### src/rtl/slx_pkg.sv
// Shared types, codes, character constants and decode functions of the byte-stream lexer.
package slx_pkg;

   typedef enum logic [3:0] {
      ST_BEGIN,
      ST_COMMENT,
      ST_AT,
      ST_EQ,
      ST_NOT,
      ST_LT,
      ST_GT,
      ST_INT,
      ST_DEC,
      ST_WORD,
      ST_STR,
      ST_ESC
   } lex_state_type;

   typedef enum logic [1:0] {
      KIND_VALUE,
      KIND_TOKEN,
      KIND_ERROR,
      KIND_ABANDON
   } kind_type;

   localparam logic [5:0] CODE_NONE     = 6'd0;
   localparam logic [5:0] TOK_COLON     = 6'd0;
   localparam logic [5:0] TOK_COMMA     = 6'd1;
   localparam logic [5:0] TOK_DOT       = 6'd2;
   localparam logic [5:0] TOK_LPAREN    = 6'd3;
   localparam logic [5:0] TOK_RPAREN    = 6'd4;
   localparam logic [5:0] TOK_LBRACKET  = 6'd5;
   localparam logic [5:0] TOK_RBRACKET  = 6'd6;
   localparam logic [5:0] TOK_LBRACE    = 6'd7;
   localparam logic [5:0] TOK_RBRACE    = 6'd8;
   localparam logic [5:0] TOK_PLUS      = 6'd9;
   localparam logic [5:0] TOK_MINUS     = 6'd10;
   localparam logic [5:0] TOK_STAR      = 6'd11;
   localparam logic [5:0] TOK_SLASH     = 6'd12;
   localparam logic [5:0] TOK_PERCENT   = 6'd13;
   localparam logic [5:0] TOK_AMP       = 6'd14;
   localparam logic [5:0] TOK_PIPE      = 6'd15;
   localparam logic [5:0] TOK_CARET     = 6'd16;
   localparam logic [5:0] TOK_TILDE     = 6'd17;
   localparam logic [5:0] TOK_AT        = 6'd18;
   localparam logic [5:0] TOK_ATAT      = 6'd19;
   localparam logic [5:0] TOK_ARROW     = 6'd20;
   localparam logic [5:0] TOK_EQ        = 6'd21;
   localparam logic [5:0] TOK_NOT       = 6'd22;
   localparam logic [5:0] TOK_NE        = 6'd23;
   localparam logic [5:0] TOK_LE        = 6'd24;
   localparam logic [5:0] TOK_SHL       = 6'd25;
   localparam logic [5:0] TOK_LT        = 6'd26;
   localparam logic [5:0] TOK_GE        = 6'd27;
   localparam logic [5:0] TOK_SHR       = 6'd28;
   localparam logic [5:0] TOK_GT        = 6'd29;
   localparam logic [5:0] TOK_END       = 6'd30;
   localparam logic [5:0] TOK_INT       = 6'd31;
   localparam logic [5:0] TOK_DEC       = 6'd32;
   localparam logic [5:0] TOK_STR       = 6'd33;
   localparam logic [5:0] TOK_WORD      = 6'd34;

   localparam logic [7:0] CH_NUL      = 8'h00;
   localparam logic [7:0] CH_NL       = 8'h0A;
   localparam logic [7:0] CH_BANG     = 8'h21;
   localparam logic [7:0] CH_QUOTE    = 8'h22;
   localparam logic [7:0] CH_HASH     = 8'h23;
   localparam logic [7:0] CH_DOLLAR   = 8'h24;
   localparam logic [7:0] CH_PERCENT  = 8'h25;
   localparam logic [7:0] CH_AMP      = 8'h26;
   localparam logic [7:0] CH_LPAREN   = 8'h28;
   localparam logic [7:0] CH_RPAREN   = 8'h29;
   localparam logic [7:0] CH_STAR     = 8'h2A;
   localparam logic [7:0] CH_PLUS     = 8'h2B;
   localparam logic [7:0] CH_COMMA    = 8'h2C;
   localparam logic [7:0] CH_MINUS    = 8'h2D;
   localparam logic [7:0] CH_DOT      = 8'h2E;
   localparam logic [7:0] CH_SLASH    = 8'h2F;
   localparam logic [7:0] CH_ZERO     = 8'h30;
   localparam logic [7:0] CH_NINE     = 8'h39;
   localparam logic [7:0] CH_COLON    = 8'h3A;
   localparam logic [7:0] CH_LT       = 8'h3C;
   localparam logic [7:0] CH_EQ       = 8'h3D;
   localparam logic [7:0] CH_GT       = 8'h3E;
   localparam logic [7:0] CH_AT       = 8'h40;
   localparam logic [7:0] CH_UPPER_A  = 8'h41;
   localparam logic [7:0] CH_UPPER_Z  = 8'h5A;
   localparam logic [7:0] CH_LBRACKET = 8'h5B;
   localparam logic [7:0] CH_BSL      = 8'h5C;
   localparam logic [7:0] CH_RBRACKET = 8'h5D;
   localparam logic [7:0] CH_CARET    = 8'h5E;
   localparam logic [7:0] CH_UNDER    = 8'h5F;
   localparam logic [7:0] CH_LOW_A    = 8'h61;
   localparam logic [7:0] CH_LOW_B    = 8'h62;
   localparam logic [7:0] CH_LOW_F    = 8'h66;
   localparam logic [7:0] CH_LOW_N    = 8'h6E;
   localparam logic [7:0] CH_LOW_R    = 8'h72;
   localparam logic [7:0] CH_LOW_T    = 8'h74;
   localparam logic [7:0] CH_LOW_Z    = 8'h7A;
   localparam logic [7:0] CH_LBRACE   = 8'h7B;
   localparam logic [7:0] CH_PIPE     = 8'h7C;
   localparam logic [7:0] CH_RBRACE   = 8'h7D;
   localparam logic [7:0] CH_TILDE    = 8'h7E;

   localparam logic [7:0] ESC_BEL = 8'd7;
   localparam logic [7:0] ESC_BS  = 8'd8;
   localparam logic [7:0] ESC_TAB = 8'd9;
   localparam logic [7:0] ESC_LF  = 8'd10;
   localparam logic [7:0] ESC_FF  = 8'd12;
   localparam logic [7:0] ESC_CR  = 8'd13;

   localparam int QUEUE_DEPTH = 4;
   localparam int QUEUE_PTR_W = $clog2(QUEUE_DEPTH);
   localparam int QUEUE_CNT_W = $clog2(QUEUE_DEPTH + 1);

   typedef struct packed {
      kind_type   kind;
      logic [5:0] token_code;
      logic [7:0] value_byte;
   } result_type;

   typedef struct packed {
      logic       two;
      result_type first;
      result_type second;
   } bundle_type;

   typedef struct packed {
      logic       valid;
      bundle_type bundle;
   } entry_type;

   typedef struct packed {
      lex_state_type next_state;
      logic          emit;
      logic          pending;
      result_type    res;
   } idle_type;

   function automatic result_type make_result(kind_type k, logic [5:0] code, logic [7:0] b);
      result_type r;
      r.kind       = k;
      r.token_code = code;
      r.value_byte = b;
      return r;
   endfunction

   function automatic logic is_digit(logic [7:0] c);
      return (c >= CH_ZERO) && (c <= CH_NINE);
   endfunction

   function automatic logic is_letter(logic [7:0] c);
      return ((c >= CH_LOW_A) && (c <= CH_LOW_Z)) ||
             ((c >= CH_UPPER_A) && (c <= CH_UPPER_Z)) || (c == CH_UNDER);
   endfunction

   // Handling of one byte from the begin state.
   function automatic idle_type idle_decode(logic [7:0] c);
      idle_type   d;
      logic [5:0] code;
      logic       tok;
      d.next_state = ST_BEGIN;
      d.emit       = 1'b0;
      d.pending    = 1'b0;
      d.res        = make_result(KIND_VALUE, CODE_NONE, c);
      code         = CODE_NONE;
      tok          = 1'b1;
      unique case (c)
         CH_DOLLAR:   code = TOK_END;
         CH_COLON:    code = TOK_COLON;
         CH_COMMA:    code = TOK_COMMA;
         CH_DOT:      code = TOK_DOT;
         CH_LPAREN:   code = TOK_LPAREN;
         CH_RPAREN:   code = TOK_RPAREN;
         CH_LBRACKET: code = TOK_LBRACKET;
         CH_RBRACKET: code = TOK_RBRACKET;
         CH_LBRACE:   code = TOK_LBRACE;
         CH_RBRACE:   code = TOK_RBRACE;
         CH_PLUS:     code = TOK_PLUS;
         CH_MINUS:    code = TOK_MINUS;
         CH_STAR:     code = TOK_STAR;
         CH_SLASH:    code = TOK_SLASH;
         CH_PERCENT:  code = TOK_PERCENT;
         CH_AMP:      code = TOK_AMP;
         CH_PIPE:     code = TOK_PIPE;
         CH_CARET:    code = TOK_CARET;
         CH_TILDE:    code = TOK_TILDE;
         CH_HASH: begin
            tok          = 1'b0;
            d.next_state = ST_COMMENT;
         end
         CH_AT: begin
            tok          = 1'b0;
            d.next_state = ST_AT;
         end
         CH_QUOTE: begin
            tok          = 1'b0;
            d.next_state = ST_STR;
         end
         CH_EQ: begin
            tok          = 1'b0;
            d.next_state = ST_EQ;
         end
         CH_BANG: begin
            tok          = 1'b0;
            d.next_state = ST_NOT;
         end
         CH_LT: begin
            tok          = 1'b0;
            d.next_state = ST_LT;
         end
         CH_GT: begin
            tok          = 1'b0;
            d.next_state = ST_GT;
         end
         default: begin
            tok = 1'b0;
            if (is_digit(c)) begin
               d.next_state = ST_INT;
               d.emit       = 1'b1;
               d.pending    = 1'b1;
            end else if (is_letter(c)) begin
               d.next_state = ST_WORD;
               d.emit       = 1'b1;
               d.pending    = 1'b1;
            end
         end
      endcase
      if (tok) begin
         d.emit = 1'b1;
         d.res  = make_result(KIND_TOKEN, code, 8'd0);
      end
      return d;
   endfunction

endpackage

### src/rtl/script_lexer_byte_stream.sv
// Byte-stream lexer top level.
// The block accepts one source byte per clock cycle and lexes it in a state machine, so a new
// byte can follow every cycle while the queue is not full. Each byte yields zero, one or two
// results; they travel as one bundle through a four-entry queue to an output stage that sends
// one transaction per cycle while rsp_stall is low, so a byte with two results takes two
// transactions, and a run of such bytes fills the queue and stalls the input. A result passes
// through a queue slot and the output register before it reaches the result channel. rsp_last
// marks the final result of each byte; bytes that give no result produce no transaction.
module script_lexer_byte_stream (
   input  logic       clock,
   input  logic       reset,
   input  logic       req_valid,
   output logic       req_stall,
   input  logic [7:0] req_char_in,
   input  logic       req_line_start,
   output logic       rsp_valid,
   input  logic       rsp_stall,
   output logic [1:0] rsp_kind,
   output logic [5:0] rsp_token_code,
   output logic [7:0] rsp_value_byte,
   output logic       rsp_last
);

   slx_pkg::entry_type  push;
   slx_pkg::entry_type  head;
   slx_pkg::result_type result;
   logic                queue_full;
   logic                pop;

   slx_front u_front (
      .clock          (clock),
      .reset          (reset),
      .req_valid      (req_valid),
      .req_stall      (req_stall),
      .req_char_in    (req_char_in),
      .req_line_start (req_line_start),
      .queue_full     (queue_full),
      .push           (push)
   );

   slx_queue u_queue (
      .clock (clock),
      .reset (reset),
      .push  (push),
      .full  (queue_full),
      .pop   (pop),
      .head  (head)
   );

   slx_back u_back (
      .clock      (clock),
      .reset      (reset),
      .head       (head),
      .pop        (pop),
      .rsp_valid  (rsp_valid),
      .rsp_stall  (rsp_stall),
      .rsp_result (result),
      .rsp_last   (rsp_last)
   );

   assign rsp_kind       = result.kind;
   assign rsp_token_code = result.token_code;
   assign rsp_value_byte = result.value_byte;

endmodule

### src/rtl/slx_front.sv
// Lexer front end: accepts source bytes, runs the lexing state machine and emits result bundles.
module slx_front (
   input  logic               clock,
   input  logic               reset,
   input  logic               req_valid,
   output logic               req_stall,
   input  logic [7:0]         req_char_in,
   input  logic               req_line_start,
   input  logic               queue_full,
   output slx_pkg::entry_type push
);

   typedef struct packed {
      slx_pkg::lex_state_type state;
      logic                   pending;
      logic                   stopped;
      logic [1:0]             count;
      slx_pkg::result_type    r0;
      slx_pkg::result_type    r1;
   } step_type;

   function automatic step_type put(step_type s, slx_pkg::result_type r);
      step_type t;
      t = s;
      if (t.count == 2'd0) begin
         t.r0 = r;
      end else if (t.count == 2'd1) begin
         t.r1 = r;
      end
      if (t.count != 2'd2) begin
         t.count = t.count + 2'd1;
      end
      return t;
   endfunction

   function automatic step_type put_value(step_type s, logic [7:0] b);
      step_type t;
      t = put(s, slx_pkg::make_result(slx_pkg::KIND_VALUE, slx_pkg::CODE_NONE, b));
      t.pending = 1'b1;
      return t;
   endfunction

   function automatic step_type put_token(step_type s, logic [5:0] code);
      step_type t;
      t = put(s, slx_pkg::make_result(slx_pkg::KIND_TOKEN, code, 8'd0));
      t.pending = 1'b0;
      t.state   = slx_pkg::ST_BEGIN;
      return t;
   endfunction

   function automatic step_type put_error(step_type s);
      step_type t;
      t = put(s, slx_pkg::make_result(slx_pkg::KIND_ERROR, slx_pkg::CODE_NONE, 8'd0));
      t.pending = 1'b0;
      t.state   = slx_pkg::ST_BEGIN;
      t.stopped = 1'b1;
      return t;
   endfunction

   function automatic step_type lex_step(slx_pkg::lex_state_type st, logic pend, logic stop,
                                         logic [7:0] c, logic ls);
      step_type          s;
      slx_pkg::idle_type d;
      logic              redo;
      logic              idle;
      logic [5:0]        rcode;
      s.state   = st;
      s.pending = pend;
      s.stopped = stop;
      s.count   = 2'd0;
      s.r0      = '0;
      s.r1      = '0;
      redo      = 1'b0;
      idle      = 1'b0;
      rcode     = slx_pkg::CODE_NONE;
      if (ls) begin
         if (pend) begin
            s = put(s, slx_pkg::make_result(slx_pkg::KIND_ABANDON, slx_pkg::CODE_NONE, 8'd0));
         end
         s.state   = slx_pkg::ST_BEGIN;
         s.pending = 1'b0;
         s.stopped = 1'b0;
      end
      if (!s.stopped) begin
         if (c == slx_pkg::CH_NUL) begin
            s.stopped = 1'b1;
         end else begin
            unique case (s.state)
               slx_pkg::ST_COMMENT: begin
                  if (c == slx_pkg::CH_NL) begin
                     s.state = slx_pkg::ST_BEGIN;
                  end
               end
               slx_pkg::ST_AT: begin
                  if (c == slx_pkg::CH_AT) begin
                     s = put_token(s, slx_pkg::TOK_ATAT);
                  end else begin
                     redo  = 1'b1;
                     rcode = slx_pkg::TOK_AT;
                  end
               end
               slx_pkg::ST_EQ: begin
                  if (c == slx_pkg::CH_GT) begin
                     s = put_token(s, slx_pkg::TOK_ARROW);
                  end else begin
                     redo  = 1'b1;
                     rcode = slx_pkg::TOK_EQ;
                  end
               end
               slx_pkg::ST_NOT: begin
                  if (c == slx_pkg::CH_EQ) begin
                     s = put_token(s, slx_pkg::TOK_NE);
                  end else begin
                     redo  = 1'b1;
                     rcode = slx_pkg::TOK_NOT;
                  end
               end
               slx_pkg::ST_LT: begin
                  if (c == slx_pkg::CH_EQ) begin
                     s = put_token(s, slx_pkg::TOK_LE);
                  end else if (c == slx_pkg::CH_LT) begin
                     s = put_token(s, slx_pkg::TOK_SHL);
                  end else begin
                     redo  = 1'b1;
                     rcode = slx_pkg::TOK_LT;
                  end
               end
               slx_pkg::ST_GT: begin
                  if (c == slx_pkg::CH_EQ) begin
                     s = put_token(s, slx_pkg::TOK_GE);
                  end else if (c == slx_pkg::CH_GT) begin
                     s = put_token(s, slx_pkg::TOK_SHR);
                  end else begin
                     redo  = 1'b1;
                     rcode = slx_pkg::TOK_GT;
                  end
               end
               slx_pkg::ST_INT: begin
                  if (slx_pkg::is_digit(c)) begin
                     s = put_value(s, c);
                  end else if (c == slx_pkg::CH_DOT) begin
                     s       = put_value(s, c);
                     s.state = slx_pkg::ST_DEC;
                  end else begin
                     redo  = 1'b1;
                     rcode = slx_pkg::TOK_INT;
                  end
               end
               slx_pkg::ST_DEC: begin
                  if (slx_pkg::is_digit(c)) begin
                     s = put_value(s, c);
                  end else begin
                     redo  = 1'b1;
                     rcode = slx_pkg::TOK_DEC;
                  end
               end
               slx_pkg::ST_WORD: begin
                  if (slx_pkg::is_letter(c)) begin
                     s = put_value(s, c);
                  end else begin
                     redo  = 1'b1;
                     rcode = slx_pkg::TOK_WORD;
                  end
               end
               slx_pkg::ST_STR: begin
                  if (c == slx_pkg::CH_NL) begin
                     s = put_error(s);
                  end else if (c == slx_pkg::CH_BSL) begin
                     s.state = slx_pkg::ST_ESC;
                  end else if (c == slx_pkg::CH_QUOTE) begin
                     s = put_token(s, slx_pkg::TOK_STR);
                  end else begin
                     s = put_value(s, c);
                  end
               end
               slx_pkg::ST_ESC: begin
                  s.state = slx_pkg::ST_STR;
                  unique case (c)
                     slx_pkg::CH_NL:    s = put_error(s);
                     slx_pkg::CH_LOW_N: s = put_value(s, slx_pkg::ESC_LF);
                     slx_pkg::CH_BSL:   s = put_value(s, slx_pkg::CH_BSL);
                     slx_pkg::CH_QUOTE: s = put_value(s, slx_pkg::CH_QUOTE);
                     slx_pkg::CH_LOW_A: s = put_value(s, slx_pkg::ESC_BEL);
                     slx_pkg::CH_LOW_B: s = put_value(s, slx_pkg::ESC_BS);
                     slx_pkg::CH_ZERO:  s = put_value(s, slx_pkg::CH_NUL);
                     slx_pkg::CH_LOW_T: s = put_value(s, slx_pkg::ESC_TAB);
                     slx_pkg::CH_LOW_R: s = put_value(s, slx_pkg::ESC_CR);
                     slx_pkg::CH_LOW_F: s = put_value(s, slx_pkg::ESC_FF);
                     default: begin
                        s = put_value(s, slx_pkg::CH_BSL);
                        s = put_value(s, c);
                     end
                  endcase
               end
               default: idle = 1'b1;
            endcase
            if (redo) begin
               s = put_token(s, rcode);
            end
            if (redo || idle) begin
               d       = slx_pkg::idle_decode(c);
               s.state = d.next_state;
               if (d.emit) begin
                  s = put(s, d.res);
               end
               if (d.pending) begin
                  s.pending = 1'b1;
               end
            end
         end
      end
      return s;
   endfunction

   slx_pkg::lex_state_type lex_state_ff;
   slx_pkg::lex_state_type lex_state_in;
   logic                   value_pending_ff;
   logic                   value_pending_in;
   logic                   line_stopped_ff;
   logic                   line_stopped_in;
   logic                   accept;
   step_type               step;

   assign req_stall = queue_full;
   assign accept    = req_valid && !queue_full;

   always_comb begin
      step = lex_step(lex_state_ff, value_pending_ff, line_stopped_ff,
                      req_char_in, req_line_start);
   end

   always_comb begin
      lex_state_in     = lex_state_ff;
      value_pending_in = value_pending_ff;
      line_stopped_in  = line_stopped_ff;
      if (accept) begin
         lex_state_in     = step.state;
         value_pending_in = step.pending;
         line_stopped_in  = step.stopped;
      end
   end

   always_comb begin
      push.valid         = accept && (step.count != 2'd0);
      push.bundle.two    = (step.count == 2'd2);
      push.bundle.first  = step.r0;
      push.bundle.second = step.r1;
   end

   always_ff @(posedge clock) begin
      if (reset) begin
         lex_state_ff     <= slx_pkg::ST_BEGIN;
         value_pending_ff <= 1'b0;
         line_stopped_ff  <= 1'b0;
      end else begin
         lex_state_ff     <= lex_state_in;
         value_pending_ff <= value_pending_in;
         line_stopped_ff  <= line_stopped_in;
      end
   end

endmodule

### src/rtl/slx_queue.sv
// Short queue of result bundles between the lexer front end and the output stage.
module slx_queue (
   input  logic               clock,
   input  logic               reset,
   input  slx_pkg::entry_type push,
   output logic               full,
   input  logic               pop,
   output slx_pkg::entry_type head
);

   slx_pkg::bundle_type                     slots_ff [slx_pkg::QUEUE_DEPTH];
   logic [slx_pkg::QUEUE_PTR_W-1:0]         wr_ptr_ff;
   logic [slx_pkg::QUEUE_PTR_W-1:0]         wr_ptr_in;
   logic [slx_pkg::QUEUE_PTR_W-1:0]         rd_ptr_ff;
   logic [slx_pkg::QUEUE_PTR_W-1:0]         rd_ptr_in;
   logic [slx_pkg::QUEUE_CNT_W-1:0]         count_ff;
   logic [slx_pkg::QUEUE_CNT_W-1:0]         count_in;
   logic                                    do_push;
   logic                                    do_pop;

   localparam logic [slx_pkg::QUEUE_PTR_W-1:0] LastSlot =
      slx_pkg::QUEUE_PTR_W'(slx_pkg::QUEUE_DEPTH - 1);
   localparam logic [slx_pkg::QUEUE_CNT_W-1:0] FullCount =
      slx_pkg::QUEUE_CNT_W'(slx_pkg::QUEUE_DEPTH);

   assign full        = (count_ff == FullCount);
   assign head.valid  = (count_ff != '0);
   assign head.bundle = slots_ff[rd_ptr_ff];
   assign do_push     = push.valid && !full;
   assign do_pop      = pop && head.valid;

   always_comb begin
      wr_ptr_in = wr_ptr_ff;
      rd_ptr_in = rd_ptr_ff;
      count_in  = count_ff;
      if (do_push) begin
         wr_ptr_in = (wr_ptr_ff == LastSlot) ? '0 : wr_ptr_ff + 1'b1;
      end
      if (do_pop) begin
         rd_ptr_in = (rd_ptr_ff == LastSlot) ? '0 : rd_ptr_ff + 1'b1;
      end
      if (do_push && !do_pop) begin
         count_in = count_ff + 1'b1;
      end else if (!do_push && do_pop) begin
         count_in = count_ff - 1'b1;
      end
   end

   always_ff @(posedge clock) begin
      if (do_push) begin
         slots_ff[wr_ptr_ff] <= push.bundle;
      end
   end

   always_ff @(posedge clock) begin
      if (reset) begin
         wr_ptr_ff <= '0;
         rd_ptr_ff <= '0;
         count_ff  <= '0;
      end else begin
         wr_ptr_ff <= wr_ptr_in;
         rd_ptr_ff <= rd_ptr_in;
         count_ff  <= count_in;
      end
   end

endmodule

### src/rtl/slx_back.sv
// Output stage: splits result bundles into single transactions on the result channel.
module slx_back (
   input  logic                clock,
   input  logic                reset,
   input  slx_pkg::entry_type  head,
   output logic                pop,
   output logic                rsp_valid,
   input  logic                rsp_stall,
   output slx_pkg::result_type rsp_result,
   output logic                rsp_last
);

   logic                out_valid_ff;
   logic                out_valid_in;
   slx_pkg::result_type out_ff;
   slx_pkg::result_type out_in;
   logic                out_last_ff;
   logic                out_last_in;
   logic                spare_valid_ff;
   logic                spare_valid_in;
   slx_pkg::result_type spare_ff;
   slx_pkg::result_type spare_in;
   logic                load;

   assign load       = !out_valid_ff || !rsp_stall;
   assign pop        = load && !spare_valid_ff && head.valid;
   assign rsp_valid  = out_valid_ff;
   assign rsp_result = out_ff;
   assign rsp_last   = out_last_ff;

   always_comb begin
      out_valid_in   = out_valid_ff;
      out_in         = out_ff;
      out_last_in    = out_last_ff;
      spare_valid_in = spare_valid_ff;
      spare_in       = spare_ff;
      if (load) begin
         if (spare_valid_ff) begin
            out_valid_in   = 1'b1;
            out_in         = spare_ff;
            out_last_in    = 1'b1;
            spare_valid_in = 1'b0;
         end else if (head.valid) begin
            out_valid_in   = 1'b1;
            out_in         = head.bundle.first;
            out_last_in    = !head.bundle.two;
            spare_valid_in = head.bundle.two;
            spare_in       = head.bundle.second;
         end else begin
            out_valid_in = 1'b0;
         end
      end
   end

   always_ff @(posedge clock) begin
      out_ff      <= out_in;
      out_last_ff <= out_last_in;
      spare_ff    <= spare_in;
   end

   always_ff @(posedge clock) begin
      if (reset) begin
         out_valid_ff   <= 1'b0;
         spare_valid_ff <= 1'b0;
      end else begin
         out_valid_ff   <= out_valid_in;
         spare_valid_ff <= spare_valid_in;
      end
   end

endmodule

### config.mk
export PLATFORM = sky130hd
export DESIGN_NAME = script_lexer_byte_stream
export DESIGN_NICKNAME = d
export VERILOG_FILES = /design/src/rtl/slx_pkg.sv /design/src/rtl/script_lexer_byte_stream.sv /design/src/rtl/slx_front.sv /design/src/rtl/slx_queue.sv /design/src/rtl/slx_back.sv
export SDC_FILE = /design/constraint.sdc
export NUM_CORES = 1
export LEC_CHECK = 0
export BUFFER_PORTS_ARGS = -buffer_cell sky130_fd_sc_hd__buf_2
export CORE_ASPECT_RATIO = 1.4
export CORE_MARGIN = 3
export CORE_UTILIZATION = 50
export CTS_BUF_LIST = sky130_fd_sc_hd__clkbuf_4 sky130_fd_sc_hd__clkbuf_8
export DETAILED_ROUTE_END_ITERATION = 10
export PLACE_DENSITY = 0.66
export REMOVE_ABC_BUFFERS = 1
export SKIP_CTS_REPAIR_TIMING = 1
export SLEW_MARGIN = 0
export SYNTH_ARGS = -nofsm -noshare
export SYNTH_HDL_FRONTEND = slang
export SYNTH_SLANG_ARGS = --single-unit
### constraint.sdc
create_clock -name clock -period 7.6 [get_ports clock]
set_input_delay 1.52 -clock clock [delete_from_list [all_inputs] [get_ports clock]]
set_output_delay 1.52 -clock clock [all_outputs]
set_load 0.02 [all_outputs]
==> metrics.cfg <==
[critical_path]
worstPathArrival_ns=7.32
critPathMaxFanout=19
crit_required_ns=7.97
start_kind=input pin
worst_setup_path_end_kind=flop
worstSetupPathType=input pin to flop

[cts]
clk_pin_slew_ns=0.11
cts.htree.levels=4
cts_tree=built
root_buffer=clkbuf_8
cts_made_buffers=17
cts.sinks=182
insertion_delay_ns=0.45
cts.path.max_buffers=2

[synthesis]
synth_cells=782
synth_most_common_cell=edfxtp_1
syn_area_um2=9730
ys_warn_count=0
yosys_most_used_dff=edfxtp_1
ys_seq_area_share_pct=54.4
yosys-top-cells-count=edfxtp_1 (165), nand2_1 (57), nor2_1 (48)
synth_edf_count=165
synthDistinctLibCells=88
ys_top_cells_by_area=edfxtp_1 (51%), mux4_2 (7.6%), ha_1 (3.7%)
yosys.area.top_type=edfxtp_1
synthArstFlopShare_pct=0
synth.avg_cell_area_um2=12.4
synth.ff_latch_count=182
yosysTopAreaCellShare_pct=50.9

[global_routing]
grt_pass1_wl_um=40600
grt_max_degree=34
grt.overflow.total=0
antenna_found_initial=0
grt_pass1_vias=7062
grt_use_total_pct=25.7

[finish]
fillers=1591
fin_cells=1075
ff_latch_area_um2=5300
layout-drive-gt1-share_pct=21.2
multi_input_area_um2=4160
antenna_cells=0
area_growth_pct=9.72
fin_nets=861

[drt]
routed_wl_um=26300
wire_per_inst_um=24.4
via_per_inst=6.44
vias=6921
postRouteAntennaNets=0
route.detailed.drc=0
dr.pass1.iters=5
drtIter0Drc=608

[pwr]
vdd.ir_drop.worst_mv=0.154
powerDensity_nw_per_um2=266
p_leak_uw=0.00369

[timing]
fin_tns_setup_ns=0
finalClockSkew_ns=0.0247
worstMarginPinSlew_ns=1.13
drv_slew=0
whs_ns=0.519
relSlewSlack_pct=24.6
finalCritPeriodShare_pct=91.5
finalCriticalPeriod_ns=6.95
max_freq_ghz=0.144
setup-violations-final=0
hold_violations=0
rsz0062_at_grt=false

[floorplan]
io_pins=32
die_w_um=124
die_height_um=171
start_util_pct=51.7
coreArea_um2=18800
rows=59
dieArea_um2=21200

[place]
dp.cells=1043
hpwl_um=18600
place.gp.congestion=1.02
port_buffers=31

[min_path]
hp-class=flop to flop

[run_status]
status=completed

[run]
cap_viol_max_count=0

[state kept, by name, indices dropped and copies added (netlist names), 2 cells and up, named ones only]
register,flops
u_back.rsp_result,16
u_queue.rd_ptr_ff,2
u_queue.count_ff,3
u_queue.slots_ff,132
u_queue.wr_ptr_ff,2
u_back.spare_ff,16
u_front.lex_state_ff,4
[path summary, 6_finish.rpt]
check,from,endpoint,slack (ns),cells after the start
setup / recovery,req_char_in[3],u_queue.count_ff[2],0.65,26
hold / removal,u_queue.wr_ptr_ff[1],u_queue.wr_ptr_ff[1],0.52,2
setup reg to reg,u_front.lex_state_ff[0],u_queue.count_ff[2],2.11,21
hold reg to reg,u_queue.wr_ptr_ff[1],u_queue.wr_ptr_ff[1],0.52,2
[cells by family (layout without fill, tap and decap cells)]
logic type               after synthesis  after routing  share of synthesized area [%]
adder cells (fa/ha/maj)               30             30                           3.94
other                                  1              4                         0.0385
AO/OA/AOI/OAI                        175            175                           13.0
XOR/XNOR                               6              6                          0.540
flip-flops                           182            182                           54.4
AND/OR/NAND/NOR                      255            255                           14.2
buffers and inverters                 72            118                           3.01
multiplexers                          61             61                           10.8
[layer usage]
| metal | GRT usage (%) | share of wire [%] | routed length, um | up-vias |
|---|---|---|---|---|
| li1 | - | - | - | 3141 |
| met1 | 31.4 | 39 | 10300 | 3428 |
| met2 | 43.5 | 51 | 13300 | 272 |
| met3 | 3.84 | 4.6 | 1210 | 80 |
| met4 | 13.7 | 5.3 | 1400 | 0 |
| met5 | 0 | 0 | 0 | - |
[power by group]
part	total (uW)	internal [uW]	switching, uW	leakage [uW]
sequential	1380	1320	62.2	0.00166
clock	611	247	364	0.000183
combinational	853	357	497	0.00184
total	2840	1920	923	0.00369
[per-stage QoR]
stage	util [%]	setup slack (ns)	total power (uW)	area, um2
finish	56.7	0.649	2840	10700
global route	56.7	0.321	2990	10700
CTS	56.7	0.734	2870	10700
detailed placement	54.7	0.277	2270	10300
global placement	54.7	0.462	2250	10300
floorplan	-	1.16	1980	9540
[layout make-up]
cell class / instances / share of cell area (%)
sequential: 182 / 49.6
multi-input combinational: 531 / 39.0
timing repair buffer: 62 / 4.10
inverter: 24 / 0.844
clock buffer: 18 / 2.26
clock inverter: 14 / 1.34
tap: 244 / 2.86
[placed cells by master (no fill, tap or decap), drive strengths merged, types with 10 or more instances in the layout]
cell type  instances
a21oi             45
a22oi             12
buf               62
clkbuf            18
dfxtp             17
edfxtp           165
ha                29
inv               30
mux2              19
mux4              33
nand2             58
nand2b            13
nand3             23
nor2              48
nor2b             14
nor3              19
nor4              10
o21ai             27
[critical path, cell delays in order]
cell and delay, ns:
buf_2 0.20, or4_1 0.53, a21oi_1 0.25, nor2_1 0.17
ha_1 0.32, mux2_2 0.27, a32oi_1 0.16, o2111ai_1 0.13
nor4_1 0.47, buf_4 0.21, o31ai_1 0.10, inv_1 0.09
ha_1 0.22, a41oi_1 0.19, a41oi_1 0.08, inv_1 0.15
ha_1 0.15, o221a_1 0.18, a311oi_2 0.07, o32ai_4 0.47
ha_1 0.26, inv_1 0.07, fa_1 0.43, xor2_1 0.18
or3_1 0.30, a21oi_1 0.14
Note: power is estimated with default switching activity, not from simulation.
